**src/sv/abkf_pkg.sv**
```systemverilog
// Package for the angle/bias Kalman filter: widths, register indexes,
// noise reset values and fixed-point helper functions. No dependencies.
`default_nettype none
package abkf_pkg;
  localparam int unsigned DataW = 32;
  localparam int unsigned CfgW = 31;
  localparam int unsigned DtW = 16;
  localparam int unsigned IdxW = 2;
  localparam int unsigned QuoW = 48;

  localparam logic [IdxW-1:0] RegAngleNoise = 2'd0;
  localparam logic [IdxW-1:0] RegBiasNoise = 2'd1;
  localparam logic [IdxW-1:0] RegMeasNoise = 2'd2;

  localparam logic [CfgW-1:0] AngleNoiseReset = 31'd66;
  localparam logic [CfgW-1:0] BiasNoiseReset = 31'd197;
  localparam logic [CfgW-1:0] MeasNoiseReset = 31'd1966;

  // saturate a 66-bit signed value to 32 bits
  function automatic logic signed [31:0] sat32(input logic signed [65:0] v);
    if (v > 66'sd2147483647) return 32'sh7FFFFFFF;
    if (v < -66'sd2147483648) return 32'sh80000000;
    return v[31:0];
  endfunction

  // round product/2^16, ties toward plus infinity (arithmetic shift floor)
  function automatic logic signed [65:0] rnd16(input logic signed [65:0] p);
    logic signed [65:0] w;
    w = p + 66'sd32768;
    return w >>> 16;
  endfunction
endpackage
`default_nettype wire

```
**src/sv/abkf_mul.sv**
```systemverilog
// Shared 33x33 signed multiplier with registered product.
// Depends on abkf_pkg.
`default_nettype none
module abkf_mul (
  input  wire logic                clk,
  input  wire logic signed [32:0]  a,
  input  wire logic signed [32:0]  b,
  output      logic signed [65:0]  prod
);
  import abkf_pkg::*;
  always_ff @(posedge clk) begin
    prod <= 66'(a) * 66'(b);
  end
endmodule
`default_nettype wire

```
**config.mk**
```make
export PLATFORM = sky130hd
export DESIGN_NAME = abkf_mul
export DESIGN_NICKNAME = d
export VERILOG_FILES = /design/src/sv/abkf_pkg.sv /design/src/sv/abkf_mul.sv
export SDC_FILE = /design/constraint.sdc
export NUM_CORES = 2
export LEC_CHECK = 0
export BUFFER_PORTS_ARGS = -buffer_cell sky130_fd_sc_hd__clkbuf_2
export CAP_MARGIN = 20
export CORE_MARGIN = 2
export CORE_UTILIZATION = 40
export CTS_CLUSTER_SIZE = 16
export DETAILED_ROUTE_END_ITERATION = 7
export GPL_TIMING_DRIVEN = 0
export PLACE_DENSITY = 0.59
export SKIP_CTS_REPAIR_TIMING = 1
export SYNTH_ARGS = -nofsm -noshare
export SYNTH_HDL_FRONTEND = slang
export SYNTH_SLANG_ARGS = --single-unit
```
**constraint.sdc**
```tcl
create_clock -name clk -period 9.65 [get_ports clk]
set_clock_uncertainty 0.1 [all_clocks]
set_input_delay 0.965 -clock clk [delete_from_list [all_inputs] [get_ports clk]]
set_output_delay 0.965 -clock clk [all_outputs]
set_load 0.01 [all_outputs]
```
Word-level counts from Yosys, hierarchy flattened
Cells that the tools add are included.
{"block": "totals", "ram_bits": 0, "register_bits": 66, "mem_bits_ro": 0, "latch_bits": 0, "memories": 0}
{"block": "op_classes", "shifts": 0, "n_div": 0, "mul": 1, "mux": 0, "addsub": 0, "reduce_logical": 0, "n_lt_le_gt_ge": 0, "n_eq_ne": 0, "bitwise": 0}
{"op": "$mul 33x33->66", "n": 1}

Longest topological paths before layout
{"block": "logic_depth", "depth_word": 1, "mapped_depth": 27}

Worst setup path before layout
Ideal clock, no wire load.
{"block": "synth_path", "kind": "input -> register", "startpoint": "input a[32]", "endpoint": "register prod[62]", "path_slack_ps": 1349, "arrival_time_ps": 8122, "required_ps": 9471, "cell_stages": 23, "cell_sequence": "clkbuf_1 > nand2_1 > inv_1 > fa_1 > fa_1 > fa_1 > fa_1 > fa_1 > fa_1 > fa_1 > inv_1 > fa_1 > inv_1 > ha_1 > clkbuf_1 > and3_1 > nand3_1 > nand2b_1 > a2111oi_4 > a211oi_4 > a21o_2 > a21o_1 > a211oi_2"}
{"block": "synth_between", "elab_chain_cells": 1}
{"item": "from (decl)", "line": "abkf_mul.sv:6", "text": "input wire logic signed [32:0] a,"}
{"item": "$mul 33x33->66", "line": "abkf_mul.sv:12", "text": "prod <= 66'(a) * 66'(b);"}
{"item": "to (signal assigned)", "line": "abkf_mul.sv:12"}
{"item": "to (decl)", "line": "abkf_mul.sv:8", "text": "output logic signed [65:0] prod"}
No other way between the ends.

Final worst setup path
{"block": "layout_path", "startpoint": "input a[19]", "endpoint": "register prod[51]"}
The elaborated chain is that of the path after synthesis.

==> results.json <==
{
  "synth_adder_area_share_pct": 62.9,
  "tightest_slew_ps": 1290,
  "synth_top_family_by_area": "adder cells",
  "synth_area_um2": 40700,
  "die_w_um": 323,
  "port-buffer-count": 132,
  "synth_fp_nets": 5767,
  "relSlewSlack_pct": 13.8,
  "synth_top_area_cell": "fa_1",
  "cts_buffer_depth": 2,
  "dp.cells": 5842,
  "drive_gt1_share_pct": 4.99,
  "layout_commonest_cell": "fa_1",
  "synth_cells": 4338,
  "nets": 5915,
  "drt_iter0_drc": 2471,
  "core_area_um2": 101000,
  "netlist.area_leader.share_pct": 56.3,
  "yosysSeqAreaShare_pct": 3.24,
  "cp-start-kind": "primary input",
  "finalMaxSlewViolations": 0,
  "post-route-drc-count": 0,
  "yosys_warnings": 0,
  "ant_nets": 0,
  "area_delta_synth_final_pct": 7.01,
  "path_class": "in -> reg",
  "hold_viol": 0,
  "num_io_pins": 133,
  "htree_levels": 3,
  "overflow": 0,
  "cts.sinks": 66,
  "timing.final.crit_share_pct": 98.1,
  "globalplace.congestion": 1.02,
  "cp_data_required_time_ps": 9890,
  "ys_ff_latch": 66,
  "status": "completed",
  "yosys.area_share.simple_pct": 15.8,
  "grt_max_degree": 20,
  "synth-main-ff-cell": "dfxtp_1",
  "cp-end-kind": "flop",
  "start_util_pct": 40.2,
  "synth_cell_type_count": 80,
  "cts-root-buf": "clkbuf_16",
  "max-cap-violations": 0,
  "drt_wl_total_mm": 153,
  "synth-compound-area-share_pct": 4.07,
  "cts_tree": "done",
  "grt_pass1_wl_mm": 225,
  "final_cells": 5870,
  "dr.pass1.iters": 7,
  "track_usage_pct": 30.6,
  "worst-path-max-fanout": 10,
  "avgViaCountPerCell": 5.24,
  "top_register": "prod",
  "synthArstFlopShare_pct": 0,
  "row_count": 117,
  "num_vias": 30800,
  "fin_ws_ps": 188,
  "clk_pin_slew_ps": 70,
  "synth_enable_flop_cells": 0,
  "synth_area_leaders": "fa_1 56%, inv_1 10%, and2_1 8.6%",
  "crit_arrival_ps": 9710,
  "place_ws_ps": -1400,
  "hp-class": "in -> reg",
  "synth_mux_area_share_pct": 0,
  "final_cell_area_um2": 43600,
  "syn_area_per_cell_um2": 9.39,
  "setup_viol_count_final": 0,
  "die_h_um": 323,
  "wl_per_cell_um": 26.0,
  "hpwl_mm": 129,
  "antenna_found_initial": 43,
  "largest_reg_flops": 66,
  "grt_pass1_vias": 33100,
  "fmax_ghz": 0.106,
  "final_cell_mix": "1,144 x fa_1, 1,131 x inv_1, 562 x and2_1",
  "dieArea_um2": 104000,
  "placed_cell_area_um2": 43200,
  "period_minus_slack_ps": 9460,
  "synth_xor_area_share_pct": 1.46,
  "cts_inserted_buffers": 9,
  "largestRegisters": "prod x66"
}
[through the flow]
stage | hold slack [ps] | setup TNS (ps) | utilization (%)
2_1_floorplan | 992 | 0 | -
5_1_grt | 953 | -3.70 | 42.9
4_1_cts | 930 | -6120 | 42.8
3_3_place_gp | 1250 | -16250 | 42.5
6_report | 954 | 0 | 43.0
3_5_place_dp | 1250 | -12590 | 42.6
[cell families (layout without fill, tap and decap cells)]
group                    after synthesis  in the layout
AO/OA/AOI/OAI                        219            219
XOR/XNOR                              68             68
adder cells (fa/ha/maj)             1362           1362
buffers and inverters               1352           1505
flip-flops                            66             66
other                                  0             11
AND/OR/NAND/NOR                     1271           1271
[per-layer routing]
metal  vias up  global-route usage, %  share of wire (%)
met5         -                      0              0.079
met4        14                   16.1                6.4
met3       409                   6.92                9.9
met2      1591                   47.4                 45
met1     16100                   40.1                 39
li1      12700                      -                  -
[cell usage after synthesis (3+ instances only)]
library cell  instances
nand2_1             551
a31oi_1               8
nor3_1                7
o21bai_1             11
a21oi_1              57
and3_1                5
inv_1              1131
or3_1                 3
nor2_1               68
a21o_1               36
o21ai_0              25
or2_2                 3
fa_1               1145
ha_1                217
nand4_1              11
and4_1                5
clkbuf_1            208
a211oi_2              3
a211oi_1              7
nand3_1              25
a21oi_2               3
o21ai_1               6
o21a_1                6
buf_2                11
and2_1              562
xnor2_1              43
dfxtp_1              66
nand2b_1             12
o31ai_4               3
a211o_1               6
nor2b_1               5
o211ai_1              4
xor2_1               25
[critical path, cell delays in order]
cell	delay, ps
clkbuf_2	250
clkbuf_1	750
nand2_1	360
fa_1	600
fa_1	500
inv_1	60
fa_1	520
inv_1	80
fa_1	510
fa_1	510
inv_1	50
fa_1	480
fa_1	490
inv_1	50
fa_1	470
inv_1	110
ha_1	290
buf_2	230
nand4_1	180
o21bai_1	380
a221o_1	210
a31oi_2	100
o31ai_4	690
nand3_1	330
o31ai_2	330
xor2_1	170
[path summary, 6_finish.rpt]
| kind | from | end | slack (ps) | cells after the start |
|---|---|---|---|---|
| worst max-delay path | a[19] | prod[51] | 190 | 26 |
| worst min-delay path | a[0] | prod[0] | 950 | 2 |
[area by class of cell]
cell class	count	area (um2)
fillers	10100	57900
repair buffers	141	811
plain buffers	217	856
inverters	1131	4250
clock inverters	7	70.1
diodes	11	27.5
clock buffers	9	225
flip-flops and latches	66	1320
well taps	1368	1710
multi-input cells	2920	34300
Power is left out: the tool's default activity adds up to more than one toggle a clock period on the data nets, which glitch-free logic cannot reach.
