### src/sv/abkf_pkg.sv
// Package for the angle/bias Kalman filter: widths, register indexes,
// noise reset values and fixed-point helper functions. No dependencies.
`default_nettype none
package abkf_pkg;
  localparam int unsigned DataW = 32;
  localparam int unsigned CfgW = 31;
  localparam int unsigned DtW = 16;
  localparam int unsigned IdxW = 2;
  localparam int unsigned QuoW = 48;

  localparam logic [IdxW-1:0] RegAngleNoise = 2'd0;
  localparam logic [IdxW-1:0] RegBiasNoise = 2'd1;
  localparam logic [IdxW-1:0] RegMeasNoise = 2'd2;

  localparam logic [CfgW-1:0] AngleNoiseReset = 31'd66;
  localparam logic [CfgW-1:0] BiasNoiseReset = 31'd197;
  localparam logic [CfgW-1:0] MeasNoiseReset = 31'd1966;

  // saturate a 66-bit signed value to 32 bits
  function automatic logic signed [31:0] sat32(input logic signed [65:0] v);
    if (v > 66'sd2147483647) return 32'sh7FFFFFFF;
    if (v < -66'sd2147483648) return 32'sh80000000;
    return v[31:0];
  endfunction

  // round product/2^16, ties toward plus infinity (arithmetic shift floor)
  function automatic logic signed [65:0] rnd16(input logic signed [65:0] p);
    logic signed [65:0] w;
    w = p + 66'sd32768;
    return w >>> 16;
  endfunction
endpackage
`default_nettype wire

### src/sv/abkf_div.sv
// Restoring divider, one quotient bit per cycle: (num + den/2) / den.
// Depends on abkf_pkg.
`default_nettype none
module abkf_div (
  input  wire logic              clk,
  input  wire logic              rst,
  input  wire logic              start,
  input  wire logic [63:0]       num,
  input  wire logic [32:0]       den,
  output      logic              done,
  output      logic [47:0]       quo
);
  import abkf_pkg::*;
  logic [63:0] dvd;
  logic [33:0] rem;
  logic [5:0]  cnt;
  logic        busy;
  logic [34:0] trial;

  always_comb trial = {rem, dvd[63]} - {2'b0, den};

  always_ff @(posedge clk) begin
    if (rst) begin
      busy <= 1'b0;
      done <= 1'b0;
    end else begin
      done <= 1'b0;
      if (start) begin
        busy <= 1'b1;
        dvd  <= num + 64'(den >> 1);
        rem  <= '0;
        quo  <= '0;
        cnt  <= '0;
      end else if (busy) begin
        // quotient fits in 48 bits: num <= 2^47, den >= 1
        if (!trial[34]) rem <= trial[33:0];
        else rem <= {rem[32:0], dvd[63]};
        quo <= {quo[46:0], ~trial[34]};
        dvd <= {dvd[62:0], 1'b0};
        cnt <= cnt + 6'd1;
        if (cnt == 6'd63) begin
          busy <= 1'b0;
          done <= 1'b1;
        end
      end
    end
  end
endmodule
`default_nettype wire
### config.mk
export PLATFORM = sky130hd
export DESIGN_NAME = abkf_div
export DESIGN_NICKNAME = d
export VERILOG_FILES = /design/src/sv/abkf_pkg.sv /design/src/sv/abkf_div.sv
export SDC_FILE = /design/constraint.sdc
export NUM_CORES = 1
export LEC_CHECK = 0
export ABC_AREA = 1
export BUFFER_PORTS_ARGS = -buffer_cell sky130_fd_sc_hd__buf_2
export CORE_UTILIZATION = 40
export CTS_CLUSTER_SIZE = 10
export DETAILED_ROUTE_END_ITERATION = 6
export PLACE_DENSITY = 0.65
export RECOVER_POWER = 50
export REMOVE_ABC_BUFFERS = 1
export SLEW_MARGIN = 15
export SYNTH_ARGS = -nofsm -noshare
export SYNTH_HDL_FRONTEND = slang
export SYNTH_SLANG_ARGS = --single-unit
### constraint.sdc
create_clock -name clk -period 8.5 [get_ports clk]
set_input_delay 0.425 -clock clk [delete_from_list [all_inputs] [get_ports clk]]
set_output_delay 0.425 -clock clk [all_outputs]
set_load 0.1 [all_outputs]
Yosys cells after proc, flatten, opt, wreduce, memory -nomap -nowiden
Cells that the tools add are included.
Operators by class
  add/sub/neg operators: 3
  equal/unequal tests: 1
  mux-type cells: 10
  bitwise operators: 3
  reductions and logical operators: 3
Operators by type and width (count)
  2-to-1 mux 64 bit: 2
  2-to-1 mux 34 bit: 2
  adder 64 x 32 -> 64 bit: 1
  2-to-1 mux 48 bit: 1
  subtractor 35 x 33 -> 35 bit: 1
  adder 6 x 1 -> 6 bit (second input constant): 1
  == test 6 bit (second input constant): 1
  2-to-1 mux 6 bit: 1
  2-to-1 mux 1 bit: 4
  NOT 1 bit: 3
  OR reduction 3 bit: 1
  AND reduction 2 bit: 1
  nonzero test 2 bit: 1
Word-level totals
  register bits: 154
  input port bits: 100
  output and inout bits: 49

Logic depth before layout (Yosys ltp)
Gate-level depths: netlist (run 1).
  word-level depth: 4
  mapped depth: 18

Least setup slack after synthesis (run 1)
Ideal clock, no wire load.
  path kind: input-to-reg
  from: in start
  to: reg cnt[0], enable pin
  arrival: 8.320 ns
  data required time: 7.784 ns
  path slack: -0.535 ns
  stages on the path: 5
  path buffers: 3
  path through: clkbuf_1 inv_1 buf_4 clkbuf_1 a21oi_1
Between the ends
  cells in the longest elaborated chain, start to end: 2
Ends and longest elaborated chain
  from (decl): RTL line abkf_div.sv:7  | input wire logic start,
  nonzero test 2 bit (no line)
  AND reduction 2 bit (no line)
  to (signal assigned): RTL line abkf_div.sv:40  | cnt <= cnt + 6'd1;
  to (decl): RTL line abkf_div.sv:16  | logic [5:0] cnt;
Every way passes these cells.
A chain may end at the register's enable or synchronous reset.

Worst setup path in the final report (run 1)
  from: in start
  to: reg dvd[22] (data pin)
Between the ends
  cells in the longest elaborated chain, start to end: 1
Ends and longest elaborated chain
  2-to-1 mux 64 bit: RTL line abkf_div.sv:28  | if (start) begin
  to (signal assigned): RTL line abkf_div.sv:30  | dvd <= num + 64'(den >> 1);
  to (signal assigned): RTL line abkf_div.sv:39  | dvd <= {dvd[62:0], 1'b0};
  to (decl): RTL line abkf_div.sv:14  | logic [63:0] dvd;
Every way passes these cells.

==> results.yml, run 1 <==
critical_path:
  crit_chain: "buf_4 > clkinvlp_2 > clkbuf_1 > o21ai_0"
  critPathBufInv: 3
  worst_ep_arrival_time_ps: 4890
  worstSetupPathType: "in -> reg"
  critical_path.top_delay_family: "buffers and inverters"
  worstPathRequired_ps: 8560
  cp-end-kind: "flip-flop"
  start_kind: "input port"
  r2r_start: "dvd[63]"
  reg2reg_to: "rem[13]"
  crit_cells: 4
  slowest_stage: "clkbuf_1"
  r2r_slack_ps: 5170
  rr_worst_depth: 13
  startpoint: "start"
  slowest_delay_ps: 2550
  cp_max_fo: 90
synth:
  yosys.area_share.adder_pct: 6.49
  synthMuxAreaShare_pct: 0
  synthCells: 2056
  ys_warn_count: 0
  synth_top_family_by_area: "simple AND/OR/NAND/NOR gates"
  synth_xor_area_share_pct: 3.02
  synth-async-reset-ratio_pct: 0
  synth_edf_count: 152
  synthFlopType: "edfxtp_1"
  yosysSeqAreaShare_pct: 34.5
  synth_cell_type_count: 41
  synth_top_area_share_pct: 34.2
  synth_area_leaders: "edfxtp_1, nand2_1, inv_1"
  synth_compound_area_share_pct: 4.20
  synthSimpleGateAreaFrac_pct: 38.4
  synth_area_um2: 13300
  postSynthAreaPerCell_um2: 6.49
  ys_ff_latch: 154
  yosysTopAreaCell: "edfxtp_1"
clock_tree:
  clk_pin_slew_ps: 70
  cts_buffers: 17
  cts.sinks: 154
  cts-root-buf: "clkbuf_16"
  h-tree-depth: 4
  cts_setup_buffers: 0
  cts_tree: "yes"
  clockBufferDepth: 2
  insertion_delay_ps: 460
  cts.repair.resized: 0
  ctsHoldBuffers: 0
placement:
  port_buffers: 148
  pre_cts_ws_ps: 4240
  place_congestion: 0.981
  dp_hpwl_um: 32900
timing:
  setup_viol: 0
  tightestPinTransition_ps: 3540
  fmax_ghz: 0.207
  final_max_slew_viol_count: 88
  relSlewSlack_pct: -136
  fin_skew_ps: 9.61
  post-route-period-util_pct: 56.8
  rsz0062_at_grt: "no"
  finalCriticalPeriod_ps: 4830
  layout_setup_ws_ps: 3670
  hold_viol_final: 0
power_and_ir_drop:
  swShare_pct: 37.6
  pwr-share-seq_pct: 37.6
  power_uw: 2500
  p_comb_share_pct: 31.6
  power_leakage_uw: 0.00790
  power.density_nw_per_um2: 167
  p_switching_uw: 941
  pwr-share-clk_pct: 30.8
  vdd_drop_max_mv: 0.147
  p_int_uw: 1560
run:
  maxCapViolations: 2
drt:
  vias_per_cell: 4.79
  first_pass_iters: 6
  postRouteAntennaNets: 0
  drt_iter0_drc: 843
  vias: 12686
  drc: 0
  wl_um: 40800
  wl_per_cell_um: 15.4
run_status:
  status: "finished, violations left"
  violations: "capacitance limit, slew limit"
cells_and_area:
  area_growth_syn_to_layout_pct: 12.1
  nFillCells: 3556
  drive_gt1_share_pct: 7.94
  ff_latch_area_um2: 4600
  multi_input_area_um2: 6960
  layout.nets: 2360
die:
  dieHeight_um: 185
  pin_count: 149
  dieArea_um2: 34100
  die_w_um: 185
  fp.coreArea_um2: 32700
  start_util_pct: 40.8
  rows: 66
grt:
  grt-ovfl-total: 0
  antenna_found_initial: 1
  first_global_vias: 11934
  grt_max_degree: 91
  grt_use_total_pct: 24.4
  grt_pass1_wl_um: 63100
hold_path:
  whs_path_depth: 2
  min_path_type: "in -> reg"
  min_from: "rst"
  hold_end: "done"
per-stage QoR:
stage	hold slack, ps	setup TNS, ps	cells	utilization [%]	instance area, um2
6_report	195	0	2648	45.7	15000
2_1_floorplan	439	-196690	2022	-	13100
3_3_place_gp	497	0	2615	44.2	14500
3_5_place_dp	506	0	2615	44.2	14500
4_1_cts	174	0	2647	46.0	15000
5_1_grt	184	0	2647	45.7	15000
cell type report:
cell class                 count  share of cell area [%]
multi-input combinational   1453                    46.5
sequential                   154                    30.8
inverter                     415                    10.4
timing repair buffer         151                    4.67
tap                          442                    3.70
clock buffer                  17                    2.84
clock inverter                15                    1.03
antenna                        1                  0.0167
routing by layer:
layer	GRT usage, %	vias to the layer above	wire [um]
li1	-	6603	-
met1	31.4	5796	18700
met2	42.8	256	19800
met3	3.30	31	1610
met4	6.41	0	654
met5	0	-	0
worst register-to-register path, cell delays in order, from the launching register on:
cell and delay, ps:
edfxtp_1 420, inv_1 70, ha_1 200, fa_1 420, inv_1 130, nand3_1 120
nand3_2 150, nand2_2 80, nand2_4 80, nand2_4 70, nand3_2 320, nand2_1 660
nor2_1 300, nor2_1 70
sequential cells by signal (all words and copies together), names as in the netlist:
name  count
cnt       6
rem      34
busy      1
done      1
dvd      64
quo      48
cell usage in the layout (no fill, tap or decap), types with 19 or more instances in the layout:
cell	instances
a21oi_1	50
buf_2	96
clkbuf_1	52
edfxtp_1	152
ha_1	66
inv_1	412
nand2_1	758
nand3_1	120
nor2_1	253
o21ai_0	38
xnor2_1	27
xor2_1	19
power groups by stage:
stage                     Combinational [uW]  Sequential (uW)  Clock [uW]
after floorplan                          479             1060           0
after global placement                   786              954           0
after detailed placement                 793              955           0
after CTS                                796              940         792
after global routing                     885              946         814
final                                    791              940         771
cells by family (layout without fill, tap and decap cells):
logic type | count (synthesis) | count (layout)
other cells | 0 | 1
buf+inv | 449 | 598
simple gates | 1234 | 1234
flops | 154 | 154
compound gates | 105 | 105
fa+ha+maj | 68 | 68
xor+xnor | 46 | 46
synthesized netlist by cell type (6+ instances only):
cell type and instances:
a21oi_1 51, nor4_1 6, nand2_1 757, xor2_1 19, nand4_1 17, nand2_2 7, or2_2 9, nor3_1 16
ha_1 66, edfxtp_1 152, clkbuf_1 18, inv_1 413, nor2_1 253, o21ai_0 38, and2_1 7, nand3b_1 15
o21bai_1 7, xnor2_1 27, nand3_2 13, nand3_1 120
how the worst max path moves through the flow:
stage / to / slack, ps
CTS: rem[13] / 4740
global route: dvd[22] / 3000
detailed placement: rem[5] / 4240
global placement: rem[3] / 4310
finish: dvd[22] / 3670
floorplan: cnt[0] / -1290
Note: power is estimated with default switching activity, not from simulation.
==> inputs of run 2 (changes only) <==
Clock period 8.5 ns to 3.9 ns, I/O delays scaled along.
==> run 2 against run 1 <==
Clock-buffer cell count is the same. Hold slack lost 53 ps. Die area is the same. Register-to-register slack lost 4200 ps. Routed wire length shrank 0.95%. Clock skew shrank 2.8 ps. Design area grew 0.35%. Sequential share of layout area shrank 0.11 points. Core utilization grew 0.16 points. Clock power grew 110%. Combinational power grew 120%. Critical endpoint is now quo[6]. Critical path depth is the same. The flow still finishes with violations (capacitance limit, slew limit).
==> results.yml, run 2 (synthesis gave the netlist of run 1 again) <==
run_status:
  status: "finished, violations left"
  violations: "capacitance limit, slew limit"
power_and_ir_drop:
  swShare_pct: 37.3
  vdd_drop_max_mv: 0.327
  p_comb_share_pct: 32.0
  pwr-share-seq_pct: 37.7
  pwr-share-clk_pct: 30.2
  power_leakage_uw: 0.00794
  power.density_nw_per_um2: 361
  p_int_uw: 3390
  p_switching_uw: 2020
critical_path:
  slowest_delay_ps: 1920
  crit_chain: "clkbuf_1 > inv_1 > a21oi_1 > buf_12"
  rr_worst_depth: 3
  cp_max_fo: 57
  worstPathRequired_ps: 4020
  cp-end-kind: "flip-flop"
  r2r_slack_ps: 1020
  start_kind: "input port"
  reg2reg_to: "quo[6]"
  critical_path.top_delay_family: "compound AO/OA/AOI/OAI gates"
  worstSetupPathType: "in -> reg"
  worst_ep_arrival_time_ps: 3130
  r2r_start: "busy"
  slowest_stage: "a21oi_1"
  critPathBufInv: 3
cells_and_area:
  antenna_cells: 0
  multi_input_area_um2: 6960
  drive_gt1_share_pct: 8.10
  mostFrequentLayoutCells: "nand2_1, inv_1, nor2_1"
  fin_area_um2: 15000
  largest_register: "dvd"
  final_common_cell: "nand2_1"
  fin_cells: 2652
  top_regs: "dvd x64, quo x48, rem x34"
  layout.nets: 2365
  ff_latch_area_um2: 4600
  area_growth_syn_to_layout_pct: 12.5
  nFillCells: 3598
  finish.utilization_pct: 45.9
  largest_reg_flops: 64
grt:
  antenna_found_initial: 0
  grt-ovfl-total: 0
  grt_use_total_pct: 24.3
  first_global_vias: 12169
  grt_pass1_wl_um: 62800
  grt_max_degree: 92
timing:
  hold_viol_final: 0
  final_max_slew_viol_count: 202
  finalCriticalPeriod_ps: 3010
  fin_skew_ps: 6.83
  fmax_ghz: 0.332
  setup_viol: 0
  post-route-period-util_pct: 77.1
  tightestPinTransition_ps: 2330
  fin_setup_tns_ps: 0
  rsz0062_at_grt: "no"
  relSlewSlack_pct: -55.2
  layout_setup_ws_ps: 891
drt:
  wl_um: 40400
  postRouteAntennaNets: 0
  drt_iter0_drc: 798
  drc: 0
  first_pass_iters: 5
  vias_per_cell: 4.79
  wl_per_cell_um: 15.2
  vias: 12699
die:
  start_util_pct: 40.8
  dieHeight_um: 185
  pin_count: 149
  dieArea_um2: 34100
  fp.coreArea_um2: 32700
  die_w_um: 185
  rows: 66
placement:
  dp_cells: 2619
  port_buffers: 148
  pre_cts_ws_ps: 1200
  dp_hpwl_um: 32800
  place_congestion: 0.982
  placed_area_um2: 14500
clock_tree:
  clk_pin_slew_ps: 70
  cts_tree: "yes"
  h-tree-depth: 4
  insertion_delay_ps: 450
  cts_buffers: 17
  cts-root-buf: "clkbuf_16"
  cts.sinks: 154
  clockBufferDepth: 2
  cts_setup_buffers: 0
hold_path:
  min_path_type: "in -> reg"
  whs_path_depth: 4
  min_from: "num[0]"
  hold_end: "dvd[0]"
run:
  maxCapViolations: 3
[run 2: routing by layer]
layer | part of all wire [%] | track usage (%) | vias to the layer above
li1 | - | - | 6605
met1 | 45 | 30.4 | 5740
met2 | 48 | 42.0 | 292
met3 | 4.2 | 3.79 | 62
met4 | 3.1 | 9.22 | 0
met5 | 0 | 0 | -
[run 2: how the worst max path moves through the flow]
stage	startpoint	end	slack, ps	depth (start not counted)
CTS	dvd[63]	quo[0]	1210	13
finish	start	quo[6]	890	4
global placement	dvd[63]	rem[0]	1220	14
floorplan	start	cnt[0]	-5660	2
global route	start	quo[6]	560	4
detailed placement	den[1]	dvd[46]	1200	14
[run 2: worst min-delay path: cells and delay by family]
family	cells	cell delay (ps)
adder cells (fa/ha/maj)	1	120
buffers and inverters	2	130
AND/OR/NAND/NOR	1	50
[run 2: final cells by class]
class	count	area share [%]
inverter	415	10.4
timing repair buffer	156	5.14
clock inverter	15	0.933
multi-input combinational	1453	46.4
sequential	154	30.7
clock buffer	17	2.83
tap	442	3.68
[run 2: power groups by stage]
| stage | clock (uW) | sequential [uW] | combinational, uW |
|---|---|---|---|
| finish | 1640 | 2040 | 1740 |
| global route | 1740 | 2060 | 1940 |
| CTS | 1670 | 2040 | 1750 |
| detailed placement | 0 | 2080 | 1740 |
| global placement | 0 | 2070 | 1730 |
| floorplan | 0 | 2300 | 1040 |
[run 2: stage by stage]
stage,hold slack (ps),power (uW)
floorplan,271,3350
global placement,427,3800
detailed placement,435,3820
CTS,127,5470
global route,152,5740
finish,143,5420
[run 2: timing repair]
item / 4_1_cts / 5_1_grt
gates resized for setup: 0 / 0
endpoints found under the hold margin: 2 / 0
hold buffers: 1 / 0
setup endpoints to repair: 0 / 0
